==> config.mk <==
export PLATFORM = sky130hd
export DESIGN_NAME = msrt_ram
export DESIGN_NICKNAME = d
export VERILOG_FILES = /design/src/rtl/msrt_pkg.sv /design/src/rtl/msrt_ram.sv
export SDC_FILE = /design/constraint.sdc
export NUM_CORES = 2
export LEC_CHECK = 0
export CAP_MARGIN = 20
export CORE_MARGIN = 1
export CORE_UTILIZATION = 57
export DETAILED_ROUTE_END_ITERATION = 8
export DONT_BUFFER_PORTS = 1
export GPL_ROUTABILITY_DRIVEN = 0
export GPL_TIMING_DRIVEN = 1
export PLACE_DENSITY = 0.71
export SLEW_MARGIN = 10
export SYNTH_ARGS = -nofsm -noshare
export SYNTH_HDL_FRONTEND = slang
export SYNTH_SLANG_ARGS = --single-unit
==> constraint.sdc <==
create_clock -name clk_i -period 4.9 [get_ports clk_i]
set_clock_uncertainty 0.15 [all_clocks]
set_input_delay 0.98 -clock clk_i [delete_from_list [all_inputs] [get_ports clk_i]]
set_output_delay 0.98 -clock clk_i [all_outputs]
set_load 0.05 [all_outputs]
==> src/rtl/msrt_pkg.sv <==
// msrt_pkg: shared types and data width constant of the merge sorter
// no dependencies
`timescale 1ns / 1ps

package msrt_pkg;

  localparam int unsigned DataW = 32;

  typedef enum logic [1:0] {
    ST_COLLECT,
    ST_SETUP,
    ST_MERGE,
    ST_DRAIN
  } msrt_state_e;

  typedef struct packed {
    logic strobe;
    logic end_of_block;
    logic overflow;
    logic src_sel;
  } res_flags_t;

endpackage

==> src/rtl/msrt_ram.sv <==
// msrt_ram: two read port, one write port synchronous ram, registered reads
// depends on msrt_pkg
`timescale 1ns / 1ps

module msrt_ram
  import msrt_pkg::*;
#(
  parameter int unsigned Depth = 64,
  parameter int unsigned AddrW = 6
) (
  input  logic             clk_i,
  input  logic             we_i,
  input  logic [AddrW-1:0] waddr_i,
  input  logic [DataW-1:0] wdata_i,
  input  logic [AddrW-1:0] raddr_a_i,
  input  logic [AddrW-1:0] raddr_b_i,
  output logic [DataW-1:0] rdata_a_o,
  output logic [DataW-1:0] rdata_b_o
);

  logic [DataW-1:0] mem_q [Depth];

  always_ff @(posedge clk_i) begin
    if (we_i) begin
      mem_q[waddr_i] <= wdata_i;
    end
    rdata_a_o <= mem_q[raddr_a_i];
    rdata_b_o <= mem_q[raddr_b_i];
  end

endmodule

======== Word-level counts from Yosys, hierarchy flattened ========
Memory sizes are Yosys's and may differ from the RTL's. A register that Yosys moved wholly into a read port is not among the register bits.
Cells that the tools add are included.
storage, ports and cells
  register bits after elaboration ......... 0
  bits in latches ......................... 0
  bits in writable memories ............... 2048
  bits in read-only memories .............. 0
  input port bits ......................... 52
  output and inout bits ................... 64
  word-level logic and storage cells ...... 3
  memories ................................ 1
memory list
  name   words  bits a word  rd ports  clocked after Yosys merged registers in  write ports  line            source
  mem_q  64     32           2         2                                        1            msrt_ram.sv:21  logic [DataW-1:0] mem_q [Depth];
operators by class
  add/subtract/negate cells ............... 0
  multiply operators ...................... 0
  divide/modulo/power cells ............... 0
  $lt $le $gt $ge ......................... 0
  eq/ne operators ......................... 0
  shift-type cells ........................ 0
  multiplexer cells ....................... 2
  bitwise operators ....................... 0
  reduce and logical (&&, ||, !) cells .... 0
operators by type and width
  kind               count
  two-way mux 1 bit  2

======== Longest topological paths before layout ========
  word-level depth ........................ 2
  depth in mapped cells ................... 10

======== Worst setup path after synthesis ========
No wires, ideal clock.
  kind .................................... input port to flip-flop
  start point ............................. input waddr_i[3]
  end point ............................... memory mem_q[48][0] (enable)
  arrival ................................. 3.710 ns
  data required time ...................... 4.289 ns
  slack ................................... 0.579 ns
  stages on the path ...................... 4
  path buffers ............................ 1
  cells stage by stage .................... clkbuf_1 -> nor2b_1 -> nand4b_1 -> nor3_1
RTL lines
  element      line            source
  from (decl)  msrt_ram.sv:13  input logic [AddrW-1:0] waddr_i,
  to (decl)    msrt_ram.sv:21
No word-level cell before the write port.

==> results by group <==
Outcome
  – Status: finished, violations left
  – Failing checks: max-slew violations, negative setup slack

Cells and area
  – Layout area overhead: 10.48%
  – Post-route cell area: 0.1057 mm^2
  – Final Net Count: 4443
  – Layout cell share with drive strength beyond 1: 36.67%

Synth
  – Ys async rst share: 0%
  – Netlist Area Pre-Place: 0.09566 mm^2
  – Synth area leaders: edfxtp_1 64%, mux4_2 26%, mux2i_1 2.1%, dfxtp_1 1.3%, a22oi_1 0.67%
  – Top FF cell, synth: edfxtp_1
  – Most common library cells after synthesis: 2048 x edfxtp_1, 1124 x mux4_2, 204 x mux2i_1
  – Yosys cell types: 38
  – Most frequent cell after synthesis: edfxtp_1
  – #FFs+latches synth: 2112
  – Cells after synthesis: 4412
  – Post-synth EDFFs: 2048
  – Syn nets: 4464
  – Register area share after synthesis: 65.63%
  – Yosys Warn Count: 0
  – Top-area cell type share of the netlist area: 64.29%
  – Post-synthesis average cell area: 21.68 um^2
  – Largest area contributor in the netlist: edfxtp_1

Place
  – Placed cell areas: 0.09841 mm^2
  – Port Buf Inserts: 0
  – Post-DP HPWL: 149000 um

Flow run
  – Max-cap violation count: 0

Route
  – Vias after detailed routing: 50670
  – Pre-Repair DR Iteration Count: 5
  – Vias per cell: 7.498
  – Final ANT Viol Nets: 0
  – Routed wire length: 273300 um
  – Initial DRC Count: 7898
  – Routed wire per std cell: 40.43 um
  – # DRC: 0

Timing
  – Fin crit share: 119.3%
  – Endpoints failing setup: 17
  – Min cycle time layout: 5.847 ns
  – FMAX: 0.1710 GHz
  – RSZ-0062 raised after global routing: no
  – Final WS setup: -0.9475 ns
  – Slew at the pin with the worst max-slew slack: 3.884 ns
  – Final Max Tran Viols: 815
  – Max_slew headroom: -159.0%
  – Final hold violations: 0

Worst hold path
  – Hold depth: 0
  – Worst Hold Endpoint: mem_q[15][16]
  – Worst hold path class: primary input to flop
  – Min-delay src: wdata_i[16]

Clocking
  – CTS Buffer Depth: 3
  – Clk pin slew, worst setup/hold paths: 0.06 ns
  – CTS Root Cell: clkbuf_16
  – CTS H-tree lvls: 4
  – CTS Hold Bufs: 0
  – Setup Buffers After CTS: 0
  – Post-CTS sizing: 0
  – CTS Buf Count: 210
  – CTS tree: built
  – Sink Count: 2112
  – Clk_lat worst skew: 0.87 ns

Global routing
  – Vias in the first global route: 50490
  – First-pass GRT wire length: 385900 um
  – Largest net degree at the start of global routing: 506
  – GRT Util Overall: 32.82%
  – Initial antenna violation count: 7
  – Total grt overflow: 0

Worst setup path
  – R2r startpoint: mem_q[53][17]
  – Critical Path Start Type: primary input
  – Crit Path Max Fanout: 405
  – R2r endpoint: rdata_a_o[17]
  – Crit path kind: primary input to flop
  – Required @ worst endpoint: 5.53 ns
  – Worst r2r path cells: 5
  – Worst Path Arrival: 6.48 ns
  – Element type at the critical path end: flop
  – Worst R2R Setup Slack: 1.91 ns

Power
  – P_leak: 0.03277 uW
  – Max VDD drop: 313.8 uV
  – Power Dens Cells: 372.3 mW/mm^2
  – Pwr Total: 39350 uW

Floorplanning
  – Die width: 411.7 um
  – Die height: 411.7 um
  – IO Pins: 116
  – Core Footprint: 0.1657 mm^2
  – Rows: 149
  – Die ar.: 0.1695 mm^2
  – Initial Util: 57.72%
-- metal layers --
layer | share of wire, % | wire length [um] | vias to the layer above | global-route usage, %
li1 | - | - | 19470 | -
met1 | 37 | 101600 | 27380 | 47.27
met2 | 46 | 125900 | 3361 | 48.58
met3 | 14 | 37040 | 459 | 10.38
met4 | 3.2 | 8712 | 4 | 9.928
met5 | 0.0099 | 27 | - | 0
-- worst max-delay path, stage by stage --
cell,delay [ns]
nand3_1,1.79
o221ai_1,0.26
a21oi_1,0.92
nor2_1,0.46
o22ai_1,0.22
-- registers in the layout, indices dropped and copies added, names as in the netlist --
| register | count |
|---|---|
| rdata_a_o | 32 |
| mem_q | 2048 |
| rdata_b_o | 32 |
-- report_power, final --
group / leakage, uW / total [uW] / switching [uW] / internal, uW
sequential: 0.0190 / 20400 / 433 / 20000
combinational: 0.0103 / 2270 / 981 / 1290
clock: 0.00349 / 16700 / 6930 / 9720
-- cell type report --
cell class / instances / area, um^2
Antenna cell: 1 / 2.502
Clock buffer: 287 / 5929
Clock inverter: 102 / 1192
Fill cell: 10730 / 60050
Inverter: 1 / 3.754
Multi-Input combinational cell: 1952 / 31650
Sequential cell: 2112 / 62780
Tap cell: 2189 / 2739
Timing Repair Buffer: 114 / 1394
-- through the flow --
step	hold slack (ns)	util (%)	std cells	TNS, ns	worst slack (ns)
after floorplan	0.6305	-	4412	0	0.5792
after global placement	0.6813	59.38	6361	0	1.117
final	0.06812	63.77	6758	-4.818	-0.9475
after detailed placement	0.6989	59.38	6361	0	1.195
after CTS	0.01952	63.67	6750	0	1.849
after global routing	0.03633	63.77	6757	0	0.5840
-- kinds of logic (layout without fill, tap and decap cells) --
| family | after synthesis | in the layout | share of synthesized area (%) |
|---|---|---|---|
| AOI/OAI and AO/OA | 340 | 340 | 2.392 |
| and+or+nand+nor | 248 | 248 | 1.133 |
| buffers and inverters | 348 | 504 | 1.826 |
| DFF | 2112 | 2112 | 65.63 |
| muxes | 1364 | 1364 | 29.02 |
| other | 0 | 1 | 0 |
-- worst max-delay path by stage --
stage,startpoint,end,slack (ns),cells past startpoint
after global placement,raddr_a_i[1],rdata_a_o[19],1.12,5
after CTS,rdata_a_o[19],rdata_a_o[19],1.85,0
after detailed placement,raddr_b_i[0],rdata_b_o[19],1.19,4
final,raddr_a_i[1],rdata_a_o[19],-0.95,5
after floorplan,waddr_i[3],mem_q[48][0],0.58,4
after global routing,raddr_b_i[0],rdata_b_o[21],0.58,7
-- layout by cell type, fill, tap and decap left out, types with 56 or more instances in the layout --
cell type,count
buf_4,73
dfxtp_1,64
mux2i_1,204
nand2_1,92
nor2_4,63
clkbuf_16,214
a21oi_1,58
mux4_2,1124
a22oi_1,85
o22ai_1,56
edfxtp_1,2048
No activity file was read; power rests on OpenSTA's default activity.
