[config.mk]
export PLATFORM = sky130hd
export DESIGN_NAME = msrt_ctrl
export DESIGN_NICKNAME = d
export VERILOG_FILES = /design/src/rtl/msrt_pkg.sv /design/src/rtl/msrt_ctrl.sv
export SDC_FILE = /design/constraint.sdc
export NUM_CORES = 1
export LEC_CHECK = 0
export ABC_AREA = 1
export BUFFER_PORTS_ARGS = -buffer_cell sky130_fd_sc_hd__buf_2
export CELL_PAD_IN_SITES_DETAIL_PLACEMENT = 1
export CELL_PAD_IN_SITES_GLOBAL_PLACEMENT = 1
export CORE_MARGIN = 2
export CORE_UTILIZATION = 30
export DETAILED_ROUTE_END_ITERATION = 10
export HOLD_SLACK_MARGIN = 0.08
export PLACE_DENSITY_LB_ADDON = 0.1
export SYNTH_ARGS = -nofsm -noshare
export SYNTH_HDL_FRONTEND = slang
export SYNTH_SLANG_ARGS = --single-unit
export TNS_END_PERCENT = 10
[constraint.sdc]
create_clock -name clk_i -period 7 [get_ports clk_i]
set_input_delay 1.4 -clock clk_i [delete_from_list [all_inputs] [get_ports clk_i]]
set_output_delay 1.4 -clock clk_i [all_outputs]
set_load 0.005 [all_outputs]
[src/rtl/msrt_pkg.sv]
// msrt_pkg: shared types and data width constant of the merge sorter
// no dependencies
`timescale 1ns / 1ps

package msrt_pkg;

  localparam int unsigned DataW = 32;

  typedef enum logic [1:0] {
    ST_COLLECT,
    ST_SETUP,
    ST_MERGE,
    ST_DRAIN
  } msrt_state_e;

  typedef struct packed {
    logic strobe;
    logic end_of_block;
    logic overflow;
    logic src_sel;
  } res_flags_t;

endpackage

[src/rtl/msrt_ctrl.sv]
// msrt_ctrl: collect, bottom-up merge pass and drain sequencer
// depends on msrt_pkg; drives two msrt_ram instances used as ping-pong stores
`timescale 1ns / 1ps

module msrt_ctrl
  import msrt_pkg::*;
#(
  parameter int unsigned MAX_ITEMS = 64,
  parameter int unsigned AW = 6,
  parameter int unsigned CW = 7
) (
  input  logic                   clk_i,
  input  logic                   rst_ni,
  input  logic                   start_i,
  input  logic [DataW-1:0]       value_i,
  input  logic                   last_item_i,
  output logic                   busy_o,
  input  logic [1:0][DataW-1:0]  rdata_a_i,
  input  logic [1:0][DataW-1:0]  rdata_b_i,
  output logic [1:0]             we_o,
  output logic [AW-1:0]          waddr_o,
  output logic [DataW-1:0]       wdata_o,
  output logic [AW-1:0]          raddr_a_o,
  output logic [AW-1:0]          raddr_b_o,
  output res_flags_t             flags_o
);

  localparam int unsigned PW = CW + 1;
  localparam logic [CW-1:0] MaxCnt = CW'(MAX_ITEMS);
  localparam logic [PW-1:0] One = PW'(1);

  msrt_state_e state_q, state_d;

  logic [CW-1:0] cnt_q, cnt_d;
  logic          ovf_q, ovf_d;
  logic          sel_q, sel_d;
  logic [PW-1:0] width_q, width_d;
  logic [PW-1:0] lo_q, lo_d;
  logic [PW-1:0] mid_q, mid_d;
  logic [PW-1:0] hi_q, hi_d;
  logic [PW-1:0] a_q, a_d;
  logic [PW-1:0] b_q, b_d;
  logic [PW-1:0] k_q, k_d;
  logic          strobe_q, eob_q, ovf_out_q;

  logic          accept;
  logic          store_ok;
  logic [CW-1:0] cnt_next;
  logic [PW-1:0] nn;
  logic [PW-1:0] sum1, sum2, mid_c, hi_c;
  logic [DataW-1:0] head_a, head_b;
  logic          take_left;
  logic          merge_end, pass_end, sort_end, drain_end;
  logic [PW-1:0] width_dbl;

  assign busy_o    = (state_q != ST_COLLECT);
  assign accept    = start_i && !busy_o;
  assign store_ok  = (cnt_q < MaxCnt);
  assign cnt_next  = cnt_q + CW'(store_ok);
  assign nn        = PW'(cnt_q);
  assign sum1      = lo_q + width_q;
  assign sum2      = sum1 + width_q;
  assign mid_c     = (sum1 > nn) ? nn : sum1;
  assign hi_c      = (sum2 > nn) ? nn : sum2;
  assign head_a    = sel_q ? rdata_a_i[1] : rdata_a_i[0];
  assign head_b    = sel_q ? rdata_b_i[1] : rdata_b_i[0];
  assign take_left = (a_q < mid_q) &&
                     ((b_q >= hi_q) || ($signed(head_a) < $signed(head_b)));
  assign merge_end = ((k_q + One) == hi_q);
  assign pass_end  = merge_end && (hi_q == nn);
  assign width_dbl = width_q << 1;
  assign sort_end  = pass_end && (width_dbl >= nn);
  assign drain_end = (k_q == (nn - One));

  // next state
  always_comb begin
    state_d = state_q;
    unique case (state_q)
      ST_COLLECT: begin
        if (accept && last_item_i) begin
          state_d = (cnt_next == CW'(1)) ? ST_DRAIN : ST_SETUP;
        end
      end
      ST_SETUP: state_d = ST_MERGE;
      ST_MERGE: begin
        if (sort_end) begin
          state_d = ST_DRAIN;
        end else if (merge_end) begin
          state_d = ST_SETUP;
        end
      end
      ST_DRAIN: begin
        if (drain_end) begin
          state_d = ST_COLLECT;
        end
      end
      default: state_d = ST_COLLECT;
    endcase
  end

  // datapath and memory control
  always_comb begin
    cnt_d     = cnt_q;
    ovf_d     = ovf_q;
    sel_d     = sel_q;
    width_d   = width_q;
    lo_d      = lo_q;
    mid_d     = mid_q;
    hi_d      = hi_q;
    a_d       = a_q;
    b_d       = b_q;
    k_d       = k_q;
    we_o      = 2'b00;
    waddr_o   = k_q[AW-1:0];
    wdata_o   = take_left ? head_a : head_b;
    raddr_a_o = a_q[AW-1:0];
    raddr_b_o = b_q[AW-1:0];
    unique case (state_q)
      ST_COLLECT: begin
        waddr_o = cnt_q[AW-1:0];
        wdata_o = value_i;
        if (accept) begin
          we_o[0] = store_ok;
          cnt_d   = cnt_next;
          ovf_d   = ovf_q | !store_ok;
          if (last_item_i) begin
            sel_d   = 1'b0;
            width_d = One;
            lo_d    = '0;
            k_d     = '0;
          end
        end
      end
      ST_SETUP: begin
        mid_d     = mid_c;
        hi_d      = hi_c;
        a_d       = lo_q;
        b_d       = mid_c;
        k_d       = lo_q;
        raddr_a_o = lo_q[AW-1:0];
        raddr_b_o = mid_c[AW-1:0];
      end
      ST_MERGE: begin
        we_o[0]   = sel_q;
        we_o[1]   = !sel_q;
        a_d       = a_q + PW'(take_left);
        b_d       = b_q + PW'(!take_left);
        k_d       = k_q + One;
        raddr_a_o = a_d[AW-1:0];
        raddr_b_o = b_d[AW-1:0];
        if (pass_end) begin
          sel_d   = !sel_q;
          width_d = width_dbl;
          lo_d    = '0;
          if (sort_end) begin
            k_d = '0;
          end
        end else if (merge_end) begin
          lo_d = hi_q;
        end
      end
      ST_DRAIN: begin
        raddr_a_o = k_q[AW-1:0];
        k_d       = k_q + One;
        if (drain_end) begin
          cnt_d = '0;
          ovf_d = 1'b0;
        end
      end
      default: ;
    endcase
  end

  always_ff @(posedge clk_i or negedge rst_ni) begin
    if (!rst_ni) begin
      state_q   <= ST_COLLECT;
      cnt_q     <= '0;
      ovf_q     <= 1'b0;
      sel_q     <= 1'b0;
      strobe_q  <= 1'b0;
      eob_q     <= 1'b0;
      ovf_out_q <= 1'b0;
    end else begin
      state_q   <= state_d;
      cnt_q     <= cnt_d;
      ovf_q     <= ovf_d;
      sel_q     <= sel_d;
      strobe_q  <= (state_q == ST_DRAIN);
      eob_q     <= (state_q == ST_DRAIN) && drain_end;
      ovf_out_q <= ovf_q;
    end
  end

  always_ff @(posedge clk_i) begin
    width_q <= width_d;
    lo_q    <= lo_d;
    mid_q   <= mid_d;
    hi_q    <= hi_d;
    a_q     <= a_d;
    b_q     <= b_d;
    k_q     <= k_d;
  end

  assign flags_o.strobe       = strobe_q;
  assign flags_o.end_of_block = eob_q;
  assign flags_o.overflow     = ovf_out_q;
  assign flags_o.src_sel      = sel_q;

endmodule

==> Word level (Yosys, flattened, before mapping) <==
Cells that the tools add are included.
{ "classes": {"n_addsub": 7, "magnitude_cmp": 7, "eq_ne": 14, "mux": 42, "bitwise": 1, "reduce_logical": 21} }
{ "op_table": {"columns": ["cell", "n"], "rows": [
  ["$mux 32", 4],
  ["$mux 8", 10],
  ["$pmux 8 s2", 4],
  ["$lt 32x32->1", 1],
  ["$pmux 8 s4", 1],
  ["$mux 7", 3],
  ["$pmux 6 s3", 1],
  ["$add 8x1->8", 2],
  ["$add 8x8->8", 2],
  ["$eq 8x8->1", 2],
  ["$gt 8x7->1", 2],
  ["$pmux 7 s2", 1],
  ["$pmux 6 s2", 1],
  ["$mux 2", 5],
  ["$ne 2x2->1 const B", 5],
  ["$add 8x1->8 const B", 1],
  ["$eq 8x7->1", 1],
  ["$ge 8x7->1", 1],
  ["$ge 8x8->1", 1],
  ["$lt 8x8->1", 1],
  ["$pmux 2 s4", 1],
  ["$reduce_and 4->1", 2],
  ["$reduce_bool 2->1", 4],
  ["$sub 7x1->8 const B", 1],
  ["16 further kinds", 35]
]} }
{ "word_totals": {"reg_bits": 70, "in_bits": 164, "output_inout_bits": 57, "elab_cells": 107} }

==> Logic depth before layout (Yosys ltp) <==
{ "depth": {"depth_word": 7, "ltp_mapped": 29, "ltp_nobuf": 28} }

==> Worst setup path after synthesis <==
Ideal clock, no wire load.
{ "synth_timing": {"kind": "in2out", "startpoint": "input rdata_a_i[63] in the netlist's numbering", "endpoint": "output raddr_b_o[4]", "t_arrival_ns": 4.093, "required_ns": 5.600, "setup_slack_ns": 1.507, "cell_stages": 22, "path_buffers": 1, "cell_sequence": "or2_2 o21ai_0 inv_1 ha_1 nand4_1 nor3_1 and3_1 nand2_1 nand2_1 nand2_2 nand3_4 nand2_8 buf_8 ha_1 ha_1 nand2_1 nor2_1 a21oi_1 o21ai_0 nand2_1 inv_1 a21oi_1"} }
{ "synth_between": {"elab_chain_cells": 7} }
{ "synth_rtl": {"columns": ["item", "line", "text"], "rows": [
  ["start, declared", "msrt_ctrl.sv:18", "input logic [1:0][DataW-1:0] rdata_a_i,"],
  ["$mux 32", "msrt_ctrl.sv:65", "assign head_a = sel_q ? rdata_a_i[1] : rdata_a_i[0];"],
  ["$lt 32x32->1", "msrt_ctrl.sv:68", "((b_q >= hi_q) || ($signed(head_a) < $signed(head_b)));"],
  ["$logic_or 1x1->1", "msrt_ctrl.sv:68", null],
  ["$logic_and 1x1->1", "msrt_ctrl.sv:67", "assign take_left = (a_q < mid_q) &&"],
  ["$logic_not 1->1", "msrt_ctrl.sv:147", "b_d = b_q + PW'(!take_left);"],
  ["$add 8x1->8", "msrt_ctrl.sv:147", null],
  ["$pmux 6 s2", "msrt_ctrl.sv:118", "unique case (state_q)"],
  ["end, declared", "msrt_ctrl.sv:24", "output logic [AW-1:0] raddr_b_o,"]
]} }
Every way passes these cells.

==> Worst setup path after layout <==
{ "layout_timing": {"startpoint": "input rdata_a_i[37] in the netlist's numbering", "endpoint": "output raddr_b_o[4]"} }
The elaborated chain is that of the path after synthesis.

==> results.py <==
metrics = {
    "synthesis": {
        "ys_seq_area_frac": 0.251,
        "synth_area_um2": 8100,
        "synth-edff-count": 56,
        "synthFlopType": "edfxtp_1",
        "postSynthAreaPerCell_um2": 7.04,
        "syn-instance-count": 1150,
        "synthDistinctLibCells": 57,
        "ys_async_sr_fraction": 0.200,
        "yosysWarnings": 0,
        "ys_ff_latch": 70,
    },
    "sta": {
        "fmax_mhz": 165,
        "setup_tns_ns": 0,
        "fin_crit_sh": 0.867,
        "slew_viol_final": 0,
        "rsz0062_at_grt": "no",
        "hold_violations": 0,
        "fin_skew_ns": 0.0123,
        "maxSlewHeadroom": 0.340,
        "setup_viol": 0,
        "worst_slew_pin_slew_ns": 0.989,
        "fin_crit_ns": 6.07,
    },
    "finish": {
        "num-fill-cells": 3450,
        "n_antenna_cell": 0,
        "layout_common_cells": "nand2_1, buf_2, inv_1",
        "drive_above_1_share": 0.221,
        "finalInstanceArea_um2": 9710,
        "finalNetCount": 1596,
        "syn2layout_area_growth_pct": 19.8,
        "finalNonFillerCells": 1684,
        "layout_commonest_cell": "nand2_1",
    },
    "placed_design": {
        "gp_congestion": 0.780,
        "dpl.hpwl_mm": 24.1,
        "place_inst": 1668,
        "io_buffers": 220,
        "place_area_um2": 9410,
    },
    "setup_path": {
        "crit_path_end_kind": "primary output",
        "critPathKind": "in2out",
        "critical_path_required_ns": 5.60,
        "cp_max_fo": 34,
        "slowest_stage": "ha_1",
        "path_buf_inv": 4,
        "worstSetupStartpointType": "input port",
        "cp.arrival_ns": 4.67,
        "cpLargestDelayFamily": "simple AND/OR/NAND/NOR gates",
        "crit_top_cell": "nand2_1",
        "critical_path.max_stage_delay_ns": 0.32,
    },
    "grt": {
        "grt_pass1_wl_mm": 47.0,
        "grt_pass1_vias": 8468,
        "grt_overflow_total": 0,
        "antenna_found_initial": 1,
        "grt_max_degree": 67,
        "grt_use_total": 0.212,
    },
    "clocking": {
        "cts.repair.resized": 0,
        "numClockSinks": 70,
        "cts_made_buffers": 9,
        "clock-root-buffer": "clkbuf_16",
        "cts.hold.buffers_added": 0,
        "cts.clk_slew.worst_paths_ns": 0.07,
        "cts_tree": "yes",
        "clock_path_buffers": 2,
        "clock_latency_ns": 0.35,
        "cts_setup_buffers": 0,
        "h-tree-depth": 3,
    },
    "detailed_routing": {
        "drtIter0Drc": 302,
        "antenna_left": 0,
        "post_drt_wl_per_cell_um": 17.9,
        "drtPass1Iterations": 6,
        "num_vias": 8292,
        "wirelength_mm": 30.1,
        "viasPerCell": 4.92,
        "drt_drc_violations_left": 0,
    },
    "run_status": {
        "status": "complete, no violations",
    },
    "floorplan": {
        "start_util": 0.303,
        "num_io_pins": 221,
        "die_area_um2": 28300,
        "core_um2": 26700,
        "die_y_um": 168,
        "placementRows": 60,
        "die_x_um": 168,
    },
    "hold_path": {
        "hold_path.class": "reg2reg",
    },
    "run": {
        "drv_cap": 0,
    },
}
[cells by family (layout without fill, tap and decap cells)]
group | Yosys count | in the layout | synth area share
multiplexers | 31 | 31 | 0.0383
other | 1 | 2 | 0.000463
flip-flops | 70 | 70 | 0.251
AND/OR/NAND/NOR | 539 | 539 | 0.292
buffers and inverters | 199 | 391 | 0.104
XOR/XNOR | 42 | 42 | 0.0463
adder cells (fa/ha/maj) | 94 | 94 | 0.147
AO/OA/AOI/OAI | 174 | 174 | 0.121
[cells in the mapped netlist, types with 4 or more instances]
cell      instances  area [µm²]
nand2_1         282        1060
a21oi_1          62         310
edfxtp_1         56        1680
o21ai_0          72         360
xnor2_1          16         140
mux2i_1          31         310
buf_2            15        75.1
o21ai_1           9        45.0
nor3_1            9        45.0
ha_1             92        1150
inv_1           141         529
nor2_1           75         282
buf_1             4        15.0
or2_2            33         206
nand3_1         111         556
inv_2             5        18.8
xor2_1           25         219
dfrtp_1          14         350
clkbuf_1         20        75.1
buf_4             9        67.6
nand4_1          14        87.6
[per-layer routing]
| metal | routed length (µm) | up-vias | part of all wire | global-route usage |
|---|---|---|---|---|
| met5 | 11 | - | 0.00037 | 0 |
| met4 | 367 | 2 | 0.012 | 0.0435 |
| met1 | 13800 | 3898 | 0.46 | 0.272 |
| li1 | - | 4190 | - | - |
| met2 | 14700 | 179 | 0.49 | 0.380 |
| met3 | 1250 | 23 | 0.042 | 0.0299 |
[per-stage QoR]
step	setup WS, ns	utilization	hold WS, ns
final	0.929	0.363	0.380
after global routing	0.414	0.363	0.402
after CTS	0.854	0.363	0.384
after detailed placement	0.890	0.352	0.368
after global placement	0.967	0.352	0.366
after floorplan	1.51	-	0.354
[layout make-up]
| type | instances | area [µm²] | share of cell area |
|---|---|---|---|
| clock buffer | 11 | 254 | 0.0262 |
| clock inverter | 5 | 37.5 | 0.00387 |
| inverter | 147 | 552 | 0.0569 |
| multi-input combinational | 882 | 5240 | 0.540 |
| sequential | 70 | 2030 | 0.209 |
| tap | 341 | 427 | 0.0440 |
| timing repair buffer | 228 | 1160 | 0.120 |
[registers in the layout, indices dropped and copies added, names as in the netlist]
| name | cells |
|---|---|
| lo_q | 8 |
| cnt_q | 7 |
| ovf_out_q | 1 |
| eob_q | 1 |
| state_q | 2 |
| b_q | 8 |
| ovf_q | 1 |
| sel_q | 1 |
| a_q | 8 |
| hi_q | 8 |
| strobe_q | 1 |
| mid_q | 8 |
| k_q | 8 |
| width_q | 8 |
[path summary, 6_finish.rpt]
path                               start            to  slack [ns]  cells after the start
setup reg to reg                   sel_q        a_q[7]        2.64                     24
min in group asynchronous         rst_ni      cnt_q[5]        0.95                      1
max in group asynchronous         rst_ni         sel_q        5.76                      1
hold / removal                     ovf_q     ovf_out_q        0.38                      0
setup / recovery           rdata_a_i[37]  raddr_b_o[4]        0.93                     26
hold reg to reg                    ovf_q     ovf_out_q        0.38                      0
Power is left out: the tool's default activity adds up to more than one toggle a clock period on the data nets, which glitch-free logic cannot reach.
